File: config.mk
export PLATFORM = sky130hd
export DESIGN_NAME = gn2_ram
export DESIGN_NICKNAME = d
export VERILOG_FILES = /design/src/hw/rtl/gn2_ram.sv
export SDC_FILE = /design/constraint.sdc
export NUM_CORES = 1
export LEC_CHECK = 0
export BUFFER_PORTS_ARGS = -buffer_cell sky130_fd_sc_hd__buf_2
export CAP_MARGIN = 30
export CELL_PAD_IN_SITES_DETAIL_PLACEMENT = 0
export CELL_PAD_IN_SITES_GLOBAL_PLACEMENT = 2
export CORE_MARGIN = 2
export CORE_UTILIZATION = 45
export CTS_CLUSTER_DIAMETER = 60
export DETAILED_ROUTE_END_ITERATION = 12
export GPL_TIMING_DRIVEN = 0
export PLACE_DENSITY = 0.76
export SKIP_CTS_REPAIR_TIMING = 1
export SLEW_MARGIN = 20
export SYNTH_ARGS = -nofsm -noshare
export SYNTH_HDL_FRONTEND = slang
export SYNTH_SLANG_ARGS = --single-unit
File: constraint.sdc
create_clock -name clk -period 4.2 [get_ports clk]
set_clock_uncertainty 0.05 [all_clocks]
set_input_delay 0.42 -clock clk [delete_from_list [all_inputs] [get_ports clk]]
set_output_delay 0.42 -clock clk [all_outputs]
set_load 0.05 [all_outputs]
File: src/hw/rtl/gn2_ram.sv
// gn2_ram: generic RAM, one write port and two registered read ports.
// Standalone; no package needed.
module gn2_ram #(
	parameter int WIDTH = 8,
	parameter int DEPTH = 16
) (
	input  logic                     clk,
	input  logic                     we,
	input  logic [$clog2(DEPTH)-1:0] waddr,
	input  logic [WIDTH-1:0]         wdata,
	input  logic                     re,
	input  logic [$clog2(DEPTH)-1:0] raddr0,
	input  logic [$clog2(DEPTH)-1:0] raddr1,
	output logic [WIDTH-1:0]         rdata0,
	output logic [WIDTH-1:0]         rdata1
);

	logic [WIDTH-1:0] mem [DEPTH];

	always_ff @(posedge clk) begin
		if (we)
			mem[waddr] <= wdata;
		if (re) begin
			rdata0 <= mem[raddr0];
			rdata1 <= mem[raddr1];
		end
	end

endmodule

=== Word level (Yosys, flattened, before mapping) ===
Memory sizes are Yosys's and may differ from the RTL's. A register that Yosys moved wholly into a read port is not among the register bits.
Cells that the tools add are included.

* Flip-flop bits (word level): 0
* Bits in writable memories: 128
* Output and inout bits: 16
* Word-level logic and storage cells: 3
* Memories: 1
* Input port bits: 23

* Multiplexer cells: 2

{| class="wikitable"
|+ Memory list
! memory !! words !! width !! read ports !! clocked after Yosys merged registers in !! write ports !! line !! RTL
|-
| mem || 16 || 8 || 2 || 2 || 1 || 18 || <nowiki>logic [WIDTH-1:0] mem [DEPTH];</nowiki>
|}

{| class="wikitable"
|+ Operators by type and width
! cell !! count
|-
| 2-to-1 mux 1 bit || 2
|}

=== Depth between registers and ports, before layout ===
* Word-level depth: 2
* Gate-level depth with buffers: 5
* Gate-level depth less buffers: 3

=== Worst setup path before layout ===
Ideal clock, no wire load.

* Path kind: input-to-reg
* From: input port waddr[2]
* To: memory mem[0][0] (enable)
* Data required time: 3767 ps
* Stages: 2
* Setup slack: 2237 ps
* Setup time: 383 ps
* Arrival: 1530 ps
* Buffers on the path: 0
* Path through: or3b_2 -> nor3_1

{| class="wikitable"
|+ RTL lines
! element !! line !! RTL
|-
| start: declaration || 9 || <nowiki>input logic [$clog2(DEPTH)-1:0] waddr,</nowiki>
|-
| end: declaration || 18 ||
|}

Straight into the memory's write port.

=== Worst setup path after layout ===
* From: input port waddr[2]
* To: memory mem[0][7] (enable)

Straight into the memory's write port.

==> metrics <==
status finished, final reports clean; Initial DRC Count 416; Leak 2.62 nW; I/O pin total 39; largest family of logic cells by synthesized area multiplexers; layout cells sized above 1 34.8%; Final setup viols 0; CTS tree built; Post-Synth XOR/XNOR Area 0%; post-synthesis cell area 6510 um^2; first-pass GRT wire length 22,900 um; clk slew on worst S/H paths 0.06 ns; hpwl dp 10,300 um; Max rail drop VDD 0.000251 V; Crit Path Max Fanout 5; syn_nets 330; Crit Path Category in -> reg; die width 124 um; Crit. End Element flip-flop; unrepaired setup endpoints after global routing no; max incr delay on CP 0.52 ns; Avg Inst Size Synth 21.2 um^2; Die Y 124 um; gpl congestion 0.761; slew margin rel. 36.5%; Root Driver clkbuf_16; Via density 6.13; CP Launch Type input pin; Clock Sinks 144; Synth area leaders edfxtp_1, mux4_2, mux4_1; Initial Util 46.5%; Total GRT Usage 21.1%; post-synthesis mux area share 23.8%; vias in the first global route 3,626; Post-Syn Instances 307; # DRC 0; Vias 3,464; drt wl/cell 27.5 um; ratio of final minimum period to clock period 40.1%; Slew @ Worst Pin 0.950 ns; most common cell after layout, fill and taps aside edfxtp_1; initial antenna violation count 0; H-tree levels 4; Num CTS Buffers 17; CP cell instances buf_2 > or3b_2 > nor3_2 > buf_4; Post-DRT Antenna Nets 0; Peak Freq 594 MHz; drt first pass iters 5; wirelength, routed 15,600 um; library cells used by synthesis 19; Seq/Total Area, Yosys 66.5%; max-slew violations 0; worst slack, placed 2.10 ns; final setup margin 2.52 ns; number of diodes 0; die area 15,400 um^2; WHS 0.331 ns; Final Critical Period 1.68 ns; Crit-path slowest cell or3b_2; WP data arrival 1.76 ns; top cell type's share of synthesized area 66.5%; Fillers 1,100; CP required 4.28 ns; row count 43; clk buf depth 2; largest net degree at the start of global routing 17; largest area contributor in the netlist edfxtp_1; compound-cell area share of the yosys netlist 3.69%; Port Buffers 36; PD cells 455 nW/um^2; Fin. Hold Viols 0; Max-cap violations 0; HP Class in -> reg; nets@finish 395; Core Box Area 14,000 um^2; Layout area overhead 16.9%; Simple-Gate Fraction of Synth Area 3.35%; Overflow after GRT 0; post-synthesis adder-cell area fraction 0%; most frequent cells in the layout edfxtp_1, buf_2, mux4_2; clock latency on the worst-skew pair 0.42 ns; Total Power 3.46 mW; Setup TNS Final 0 ns; FF+latch count, synth 144; synthesis warning total 0
## registers in the layout (all words and copies together) (netlist names)
name / flops
rdata1: 8
rdata0: 8
mem: 128
## layout make-up
cell class | instances | area [um^2] | share of cell area (%)
Clock inverter | 15 | 174 | 2.29
Buffer | 20 | 173 | 2.27
Multi-Input combinational cell | 143 | 2030 | 26.7
Tap cell | 180 | 225 | 2.96
Sequential cell | 144 | 4320 | 56.9
Timing Repair Buffer | 46 | 255 | 3.36
Clock buffer | 17 | 425 | 5.59
## path summary, 6_finish.rpt
kind / start / endpoint / slack [ns] / cells after the start
setup / recovery: waddr[2] / mem[0][7]$_DFFE_PP_ / 2.52 / 4
hold / removal: wdata[5] / mem[3][5]$_DFFE_PP_ / 0.33 / 1
setup reg to reg: mem[3][0]$_DFFE_PP_ / rdata0[0]$_DFFE_PP_ / 2.55 / 3
hold reg to reg: mem[8][1]$_DFFE_PP_ / rdata0[1]$_DFFE_PP_ / 0.74 / 3
## synthesized netlist by cell type (all sizes together)
cell and instances:
a22oi 32, and2 2, and2b 2, buf 14, clkdlybuf4s25 6, edfxtp 144
mux4 64, nand2 17, nand2b 2, nand3 1, nand3b 2, nor2 14
nor2b 2, nor3 4, or3b 1
## layer usage
metal | track usage, % | up-vias | share of wire (%)
met5 | 0 | - | 0
met4 | 6.61 | 0 | 1.8
met3 | 5.81 | 23 | 5.9
met2 | 35.3 | 126 | 51
met1 | 27.0 | 1825 | 41
li1 | - | 1490 | -
## logic make-up after synthesis
group | after synthesis
buffers and inverters | 20
AND/OR/NAND/NOR | 47
flip-flops | 144
multiplexers | 64
AO/OA/AOI/OAI | 32
## critical path: cells and delay by family
kind                   cells  cell delay [ns]
AND/OR/NAND/NOR            2             0.95
buffers and inverters      2             0.38
## metrics by stage
| stage | instance area (um^2) | std cells | util, % |
|---|---|---|---|
| CTS | 7580 | 562 | 54.2 |
| global placement | 6910 | 523 | 49.4 |
| detailed placement | 6980 | 530 | 49.9 |
| floorplan | 6510 | 307 | - |
| global route | 7610 | 565 | 54.4 |
| finish | 7610 | 565 | 54.4 |
## power breakdown
part / switching, mW / internal [mW]
sequential: 0.0131 / 1.63
combinational: 0.181 / 0.113
clock: 0.552 / 0.976
Note: power is estimated with default switching activity, not from simulation.
